`src/hdl/rmss_pkg.sv`:
```
// shared types and constants for the rgb midpoint stretch and saturation unit
package rmss_pkg;

	localparam int PIX_W   = 8;
	localparam int NUM_W   = 16;
	localparam int DEN_W   = 8;
	localparam int QUO_W   = 8;
	localparam int DIV_LAT = QUO_W + 1;
	localparam int IDX_W   = 2;

	localparam logic [PIX_W-1:0] PIX_MAX = 8'd255;
	localparam logic [PIX_W-1:0] MID_VAL = 8'd128;

	localparam logic [PIX_W-1:0] THRESH_BLUE_RST  = 8'd84;
	localparam logic [PIX_W-1:0] THRESH_GREEN_RST = 8'd135;
	localparam logic [PIX_W-1:0] THRESH_RED_RST   = 8'd137;

	localparam logic [IDX_W-1:0] REG_THRESH_BLUE  = 2'd0;
	localparam logic [IDX_W-1:0] REG_THRESH_GREEN = 2'd1;
	localparam logic [IDX_W-1:0] REG_THRESH_RED   = 2'd2;

	typedef logic [PIX_W-1:0] pix_t;
	typedef logic [NUM_W-1:0] num_t;
	typedef logic [DEN_W-1:0] den_t;
	typedef logic [QUO_W-1:0] quo_t;

	typedef struct packed {
		pix_t blue;
		pix_t green;
		pix_t red;
	} pixel_t;

endpackage

```
`src/hdl/rmss_div_pipe.sv`:
```
// pipelined restoring divider, one quotient bit per stage, round half to even
module rmss_div_pipe (
	input  logic          clk,
	input  logic          arst_n,
	input  logic          vld_in,
	input  rmss_pkg::num_t num,
	input  rmss_pkg::den_t den,
	output logic          vld_out,
	output rmss_pkg::quo_t quo
);
	import rmss_pkg::*;

	// caller guarantees num < den * 2**QUO_W and den != 0
	logic [QUO_W:0] vld_s;
	num_t           rem_s [0:QUO_W];
	den_t           den_s [0:QUO_W];
	quo_t           quo_s [0:QUO_W];

	logic [DEN_W:0] twice_rem;
	logic [DEN_W:0] den_ext;
	logic           round_up;
	logic           vld_q;
	quo_t           quo_q;

	assign vld_s[0] = vld_in;
	assign rem_s[0] = num;
	assign den_s[0] = den;
	assign quo_s[0] = '0;

	genvar k;
	for (k = 0; k < QUO_W; k++) begin : g_step
		localparam int SH = QUO_W - 1 - k;
		logic [NUM_W:0] diff;

		assign diff = {1'b0, rem_s[k]} - ({{(NUM_W + 1 - DEN_W){1'b0}}, den_s[k]} << SH);

		always_ff @(posedge clk or negedge arst_n) begin
			if (!arst_n) begin
				vld_s[k+1] <= 1'b0;
			end else begin
				vld_s[k+1] <= vld_s[k];
			end
		end

		always_ff @(posedge clk) begin
			rem_s[k+1] <= diff[NUM_W] ? rem_s[k] : diff[NUM_W-1:0];
			den_s[k+1] <= den_s[k];
			quo_s[k+1] <= quo_s[k] | ({{(QUO_W - 1){1'b0}}, ~diff[NUM_W]} << SH);
		end
	end

	// remainder is below den here, so its low bits hold it all
	assign twice_rem = {rem_s[QUO_W][DEN_W-1:0], 1'b0};
	assign den_ext   = {1'b0, den_s[QUO_W]};
	assign round_up  = (twice_rem > den_ext) || ((twice_rem == den_ext) && quo_s[QUO_W][0]);

	always_ff @(posedge clk or negedge arst_n) begin
		if (!arst_n) begin
			vld_q <= 1'b0;
		end else begin
			vld_q <= vld_s[QUO_W];
		end
	end

	always_ff @(posedge clk) begin
		quo_q <= quo_s[QUO_W] + {{(QUO_W - 1){1'b0}}, round_up};
	end

	assign vld_out = vld_q;
	assign quo     = quo_q;

endmodule

```
`src/hdl/rmss_lane.sv`:
```
// one colour channel: piecewise linear stretch around its threshold
module rmss_lane (
	input  logic          clk,
	input  logic          arst_n,
	input  logic          vld_in,
	input  rmss_pkg::pix_t pix,
	input  rmss_pkg::pix_t thresh,
	output logic          vld_out,
	output rmss_pkg::pix_t result
);
	import rmss_pkg::*;

	logic   upper;
	pix_t   diff;
	num_t   num_c;
	den_t   den_c;

	logic   vld_s1;
	num_t   num_s1;
	den_t   den_s1;
	logic   upper_s [1:DIV_LAT+1];

	logic   div_vld;
	quo_t   div_quo;
	logic [PIX_W:0] sum;

	logic   vld_q;
	pix_t   result_q;

	assign upper = pix > thresh;
	assign diff  = pix - thresh;

	always_comb begin
		if (upper) begin
			num_c = {1'b0, diff, 7'b0};
			den_c = PIX_MAX - thresh;
		end else begin
			num_c = {1'b0, pix, 7'b0};
			den_c = thresh;
		end
		// zero threshold with zero input: numerator is zero, any divisor gives zero
		if (den_c == '0) begin
			den_c = 8'd1;
		end
	end

	always_ff @(posedge clk or negedge arst_n) begin
		if (!arst_n) begin
			vld_s1 <= 1'b0;
		end else begin
			vld_s1 <= vld_in;
		end
	end

	always_ff @(posedge clk) begin
		num_s1     <= num_c;
		den_s1     <= den_c;
		upper_s[1] <= upper;
	end

	genvar k;
	for (k = 2; k <= DIV_LAT + 1; k++) begin : g_dly
		always_ff @(posedge clk) begin
			upper_s[k] <= upper_s[k-1];
		end
	end

	rmss_div_pipe u_div (
		.clk     (clk),
		.arst_n  (arst_n),
		.vld_in  (vld_s1),
		.num     (num_s1),
		.den     (den_s1),
		.vld_out (div_vld),
		.quo     (div_quo)
	);

	assign sum = {1'b0, div_quo} + {1'b0, MID_VAL};

	always_ff @(posedge clk or negedge arst_n) begin
		if (!arst_n) begin
			vld_q <= 1'b0;
		end else begin
			vld_q <= div_vld;
		end
	end

	always_ff @(posedge clk) begin
		if (upper_s[DIV_LAT+1]) begin
			result_q <= sum[PIX_W] ? PIX_MAX : sum[PIX_W-1:0];
		end else begin
			result_q <= div_quo;
		end
	end

	assign vld_out = vld_q;
	assign result  = result_q;

endmodule

```
`src/hdl/rmss_merge.sv`:
```
// merges the three lanes: max, min and hsv saturation
module rmss_merge (
	input  logic            clk,
	input  logic            arst_n,
	input  logic            vld_in,
	input  rmss_pkg::pixel_t pix,
	output logic            vld_out,
	output rmss_pkg::pixel_t pix_out,
	output rmss_pkg::pix_t   saturation
);
	import rmss_pkg::*;

	pix_t   mx;
	pix_t   mn;
	pix_t   span;
	num_t   num_c;

	logic   vld_s1;
	num_t   num_s1;
	den_t   den_s1;
	pixel_t pix_s [1:DIV_LAT+1];

	logic   div_vld;
	quo_t   div_quo;

	logic   vld_q;
	pixel_t pix_q;
	pix_t   sat_q;

	always_comb begin
		mx = pix.blue;
		mn = pix.blue;
		if (pix.green > mx) begin
			mx = pix.green;
		end
		if (pix.red > mx) begin
			mx = pix.red;
		end
		if (pix.green < mn) begin
			mn = pix.green;
		end
		if (pix.red < mn) begin
			mn = pix.red;
		end
	end

	// span * 255 as a shift and subtract
	assign span  = mx - mn;
	assign num_c = {span, 8'b0} - {8'b0, span};

	always_ff @(posedge clk or negedge arst_n) begin
		if (!arst_n) begin
			vld_s1 <= 1'b0;
		end else begin
			vld_s1 <= vld_in;
		end
	end

	always_ff @(posedge clk) begin
		num_s1   <= num_c;
		// black pixel: span is zero too, so a divisor of one gives zero
		den_s1   <= (mx == '0) ? 8'd1 : mx;
		pix_s[1] <= pix;
	end

	genvar k;
	for (k = 2; k <= DIV_LAT + 1; k++) begin : g_dly
		always_ff @(posedge clk) begin
			pix_s[k] <= pix_s[k-1];
		end
	end

	rmss_div_pipe u_div (
		.clk     (clk),
		.arst_n  (arst_n),
		.vld_in  (vld_s1),
		.num     (num_s1),
		.den     (den_s1),
		.vld_out (div_vld),
		.quo     (div_quo)
	);

	always_ff @(posedge clk or negedge arst_n) begin
		if (!arst_n) begin
			vld_q <= 1'b0;
		end else begin
			vld_q <= div_vld;
		end
	end

	always_ff @(posedge clk) begin
		pix_q <= pix_s[DIV_LAT+1];
		sat_q <= div_quo;
	end

	assign vld_out    = vld_q;
	assign pix_out    = pix_q;
	assign saturation = sat_q;

endmodule

```
`src/hdl/rgb_midpoint_stretch_saturation_unit.sv`:
```
// top level of the rgb midpoint stretch and saturation unit
//
// Takes one blue, green, red pixel per clock and returns the three channels,
// each stretched piecewise linearly so that its threshold lands on 128, plus
// the hsv saturation of the stretched pixel. An item is taken on every clock
// edge where start is high; busy is always low, so a new pixel may follow
// every cycle, one item per clock sustained. Each result shows up on the out
// ports for exactly one cycle with done high; the receiver cannot stall, so
// it must take every result as it comes. Each item passes through two
// pipelined dividers in series, each working one quotient bit per stage: the
// channel lanes (setup, eight divide steps, rounding, offset and clip) and
// then the merge stage (max and min, eight divide steps, rounding, output
// register). Thresholds are written through wr_en, wr_index and wr_data and
// should only change while no item is in flight; index 3 is ignored.
module rgb_midpoint_stretch_saturation_unit (
	input  logic                         clk,
	input  logic                         arst_n,
	// command side
	input  logic                         start,
	output logic                         busy,
	input  rmss_pkg::pix_t               in_blue,
	input  rmss_pkg::pix_t               in_green,
	input  rmss_pkg::pix_t               in_red,
	// result side
	output logic                         done,
	output rmss_pkg::pix_t               out_blue,
	output rmss_pkg::pix_t               out_green,
	output rmss_pkg::pix_t               out_red,
	output rmss_pkg::pix_t               out_saturation,
	// threshold registers
	input  logic                         wr_en,
	input  logic [rmss_pkg::IDX_W-1:0]   wr_index,
	input  rmss_pkg::pix_t               wr_data
);
	import rmss_pkg::*;

	pix_t   thresh_blue_q;
	pix_t   thresh_green_q;
	pix_t   thresh_red_q;

	logic   take;
	logic   blue_vld;
	logic   green_vld;
	logic   red_vld;
	pixel_t lane_pix;
	pixel_t merged_pix;

	// the pipeline never holds off, so every start is taken
	assign busy = 1'b0;
	assign take = start & ~busy;

	// threshold registers, unknown index falls through
	always_ff @(posedge clk or negedge arst_n) begin
		if (!arst_n) begin
			thresh_blue_q  <= THRESH_BLUE_RST;
			thresh_green_q <= THRESH_GREEN_RST;
			thresh_red_q   <= THRESH_RED_RST;
		end else if (wr_en) begin
			case (wr_index)
				REG_THRESH_BLUE: begin
					thresh_blue_q <= wr_data;
				end
				REG_THRESH_GREEN: begin
					thresh_green_q <= wr_data;
				end
				REG_THRESH_RED: begin
					thresh_red_q <= wr_data;
				end
				default: begin
				end
			endcase
		end
	end

	// one lane per colour channel, all in lockstep
	rmss_lane u_lane_blue (
		.clk     (clk),
		.arst_n  (arst_n),
		.vld_in  (take),
		.pix     (in_blue),
		.thresh  (thresh_blue_q),
		.vld_out (blue_vld),
		.result  (lane_pix.blue)
	);

	rmss_lane u_lane_green (
		.clk     (clk),
		.arst_n  (arst_n),
		.vld_in  (take),
		.pix     (in_green),
		.thresh  (thresh_green_q),
		.vld_out (green_vld),
		.result  (lane_pix.green)
	);

	rmss_lane u_lane_red (
		.clk     (clk),
		.arst_n  (arst_n),
		.vld_in  (take),
		.pix     (in_red),
		.thresh  (thresh_red_q),
		.vld_out (red_vld),
		.result  (lane_pix.red)
	);

	// saturation from the stretched channels, channels carried alongside
	rmss_merge u_merge (
		.clk        (clk),
		.arst_n     (arst_n),
		.vld_in     (blue_vld & green_vld & red_vld),
		.pix        (lane_pix),
		.vld_out    (done),
		.pix_out    (merged_pix),
		.saturation (out_saturation)
	);

	assign out_blue  = merged_pix.blue;
	assign out_green = merged_pix.green;
	assign out_red   = merged_pix.red;

endmodule
```
`config.mk`:
```
export PLATFORM = sky130hd
export DESIGN_NAME = rgb_midpoint_stretch_saturation_unit
export DESIGN_NICKNAME = d
export VERILOG_FILES = /design/src/hdl/rmss_pkg.sv /design/src/hdl/rmss_div_pipe.sv /design/src/hdl/rmss_lane.sv /design/src/hdl/rmss_merge.sv /design/src/hdl/rgb_midpoint_stretch_saturation_unit.sv
export SDC_FILE = /design/constraint.sdc
export NUM_CORES = 2
export LEC_CHECK = 0
export BUFFER_PORTS_ARGS = -buffer_cell sky130_fd_sc_hd__buf_2
export CAP_MARGIN = 10
export CORE_MARGIN = 2
export CORE_UTILIZATION = 36
export CTS_CLUSTER_DIAMETER = 120
export DETAILED_ROUTE_END_ITERATION = 10
export PLACE_DENSITY_LB_ADDON = 0.05
export SLEW_MARGIN = 20
export SYNTH_ARGS = -nofsm -noshare
export SYNTH_HDL_FRONTEND = slang
export SYNTH_SLANG_ARGS = --single-unit
```
`constraint.sdc`:
```
create_clock -name clk -period 6.8 [get_ports clk]
set_clock_uncertainty 0.1 [all_clocks]
set_input_delay 0.34 -clock clk [delete_from_list [all_inputs] [get_ports clk]]
set_output_delay 0.34 -clock clk [all_outputs]
set_load 0.005 [all_outputs]
```
==> impl_metrics.py <==
metrics = {
    "drt": {
        "vias": 27490,
        "dr.pass1.iters": 5,
        "drtIter0Drc": 992,
        "total_wire_length_um": 75390,
        "wire_per_inst_um": 11.98,
        "vias_per_cell": 4.370,
        "drcViolationCount": 0,
        "detail-route-antenna-nets": 0,
    },
    "synth": {
        "netlist.top_cell.by_area": "dfxtp_1",
        "ys_dominant_reg_cell": "dfxtp_1",
        "synth_top_cell_area_share": 0.5398,
        "synth-async-reset-ratio": 0.03616,
        "synth-seq-cells": 1272,
        "synth-edff-count": 0,
        "ys_top_cells_by_count": "dfxtp_1, inv_1, ha_1",
        "postSynthAreaPerCell_um2": 10.55,
        "synth-seq-area-share": 0.5654,
        "synth.most_common_cell": "dfxtp_1",
        "synthesis.yosys.warnings": 0,
        "synth.distinct_cells": 81,
        "synthCells": 4309,
        "syn-num-nets": 4709,
        "synth_area_mm2": 0.04547,
        "synthTopCellsByArea": "dfxtp_1, ha_1, inv_1",
    },
    "cts": {
        "clock_sinks": 1272,
        "root_buffer": "clkbuf_16",
        "cts.path.max_buffers": 3,
        "htree_levels": 4,
        "cts_tree": "done",
        "postCtsSetupBuffers": 0,
        "clk_latency_ns": 0.74,
        "tritoncts.num_buffers": 141,
        "clkTransAtPathRegs_ns": 0.06,
    },
    "layout": {
        "area_growth_pct": 16.72,
        "fill_cells": 12090,
        "final_core_util": 0.4232,
        "fin_nets": 4933,
        "layout-drive-gt1-share": 0.09181,
        "antenna-diode-count": 0,
    },
    "placement": {
        "gpl.final_weighted_congestion": 0.7668,
        "dpl.hpwl_um": 55470,
        "io_buffers": 70,
        "post-place-ws_ns": 0.5198,
    },
    "grt": {
        "global_route.peak_usage_layer": "met2",
        "grt_pass1_wl_um": 128700,
        "grt.overflow.total": 0,
        "grt_start_max_net_pins": 47,
        "use_met2": 0.2036,
        "grtUsageMet1": 0.1456,
        "initial_antenna_violation_count": 6,
        "grt_use_met3": 0.02814,
        "number_of_global_route_vias_before_repair": 27460,
        "global_route_usage_sum": 0.1194,
    },
    "setup_path": {
        "worstSetupStartpointType": "flop",
        "critPathMaxStageDelay_ns": 0.43,
        "worst-r2r-cell-count": 23,
        "crit_arrival_ns": 6.63,
        "worst_r2r_endpoint": "u_merge.num_s1[8]",
        "cpMaxStageDelayCell": "a2111oi_2",
        "worst_path_cell_chain": "inv_1 -> ha_1 -> nand4_1 -> o21bai_4 -> nand2_4 -> o21a_2 -> mux2i_1 -> ha_1 -> nor2b_1 -> o21bai_1 -> a21o_1 -> a21o_1 -> nor2_1 -> a21oi_1 -> ha_1 -> a21o_1 -> and4_1 -> a2111oi_2 -> o21ai_0 -> xor2_1 -> xor2_1 -> nor2_1 -> xnor2_1",
        "flop_to_flop_setup_slack_ns": 0.68,
        "critical_path.endpoint_type": "flop",
        "critPathRequiredTime_ns": 7.31,
        "crit-reg2reg-launch": "u_lane_blue.result[7]",
        "crit_path_max_fanout": 11,
        "critical_path_type": "flop to flop",
    },
    "timing": {
        "final.setup.worst_slack_ns": 0.6795,
        "grt_setup_unrepaired": "no",
        "final_slew_viol_count": 0,
        "number_of_hold_violations_in_the_final_report": 0,
        "layout_min_cycle_time_ns": 6.120,
        "period_share": 0.9001,
        "setup-violations-final": 0,
        "fin_setup_tns_ns": 0,
        "achievable-frequency_mhz": 163.4,
        "tightestPinTransition_ns": 1.030,
        "slew_headroom": 0.3135,
    },
    "floorplanning": {
        "fp.dieArea_mm2": 0.1292,
        "floorplan.io_pins": 72,
        "initial_core_util": 0.3626,
        "fp.coreArea_mm2": 0.1254,
        "die_y_um": 359.4,
        "fp-row-count": 130,
        "floorplan.die.width_um": 359.4,
    },
    "min_path": {
        "timing.hold.worst.class": "input pin to async pin",
    },
    "run_status": {
        "outcome": "complete, no violations",
    },
    "job": {
        "max-cap-violations": 0,
    },
}
cell usage in the layout (no fill, tap or decap), types with 66 or more instances in the layout:
cell / instances
a21boi_0: 66
a21o_1: 71
a21oi_1: 218
buf_2: 69
clkbuf_16: 146
dfxtp_1: 1226
ha_1: 326
inv_1: 487
nand2_1: 240
nand2b_1: 92
nor2_1: 275
nor2b_1: 98
nor3_1: 80
o21ai_0: 280
xnor2_1: 154
xor2_1: 81
how the worst max path moves through the flow:
stage	from	end	slack, ns	depth (start not counted)
after detailed placement	u_lane_blue.result[7]	u_merge.num_s1[8]	0.52	23
final	u_lane_blue.result[7]	u_merge.num_s1[8]	0.68	23
after global placement	u_lane_blue.result[7]	u_merge.num_s1[9]	0.47	24
after CTS	u_lane_blue.result[7]	u_merge.num_s1[10]	0.49	23
after floorplan	u_lane_blue.result[7]	u_merge.num_s1[8]	1.32	26
after global routing	u_lane_blue.result[7]	u_merge.num_s1[10]	0.11	23
critical path: cells and delay by family (launching register included):
| family | cells | cell delay [ns] |
|---|---|---|
| multiplexers | 1 | 0.41 |
| buffers and inverters | 1 | 0.07 |
| AO/OA/AOI/OAI | 9 | 2.36 |
| flip-flops | 1 | 0.37 |
| AND/OR/NAND/NOR | 6 | 1.03 |
| XOR/XNOR | 3 | 0.74 |
| adder cells (fa/ha/maj) | 3 | 0.94 |
flip-flops by register name (all words and copies together), names as in the netlist, 10 cells and up:
| register | cells |
|---|---|
| u_lane_red.u_div.quo_s | 36 |
| u_lane_blue.u_div.rem_s | 92 |
| u_merge.u_div.den_s | 56 |
| u_merge.u_div.rem_s | 120 |
| u_lane_green.u_div.quo_s | 36 |
| u_lane_green.u_div.rem_s | 92 |
| u_lane_blue.upper_s | 10 |
| u_lane_blue.u_div.den_s | 56 |
| u_lane_blue.u_div.quo_s | 36 |
| u_merge.u_div.quo_s | 36 |
| u_merge.pix_s | 240 |
| u_lane_green.upper_s | 10 |
| u_lane_red.u_div.rem_s | 92 |
| u_merge.num_s1 | 16 |
| u_merge.pix_out | 24 |
| u_lane_green.u_div.den_s | 56 |
| u_lane_red.u_div.den_s | 56 |
| u_lane_red.upper_s | 10 |
through the flow:
stage | instances | hold WS [ns] | instance area, um^2
floorplan | 4309 | -0.05559 | 45470
global placement | 5992 | 0.2096 | 47750
detailed placement | 5992 | 0.2121 | 47750
CTS | 6290 | 0.02611 | 53050
global route | 6290 | 0.03714 | 53070
finish | 6290 | 0.02702 | 53070
repair_timing:
action | CTS | global route
hold buffers | 48 | 0
resized for setup | 0 | 1
hold endpoints to repair | 85 | 0
setup endpoints to repair | 0 | 2
metal layers:
layer | wire length [um] | vias to the layer above
met2 | 35080 | 298
li1 | - | 14800
met4 | 1835 | 0
met1 | 35680 | 12260
met5 | 0 | -
met3 | 2787 | 130
logic make-up after synthesis:
logic type | synth area share
buf+inv | 0.04455
simple gates | 0.1072
flops | 0.5654
other cells | 0.00008247
compound gates | 0.1114
xor+xnor | 0.04527
mux | 0.02058
fa+ha+maj | 0.1056
area by class of cell:
cell class,count,area (um^2),share of cell area
repair buffers,125,885.9,0.01669
inverters,488,1832,0.03451
clock buffers,190,4039,0.07610
multi-input cells,2505,17760,0.3347
well taps,1650,2064,0.03890
clock inverters,60,780.7,0.01471
flip-flops and latches,1272,25710,0.4844
Power is left out: the tool's default activity adds up to more than one toggle a clock period on the data nets, which glitch-free logic cannot reach.
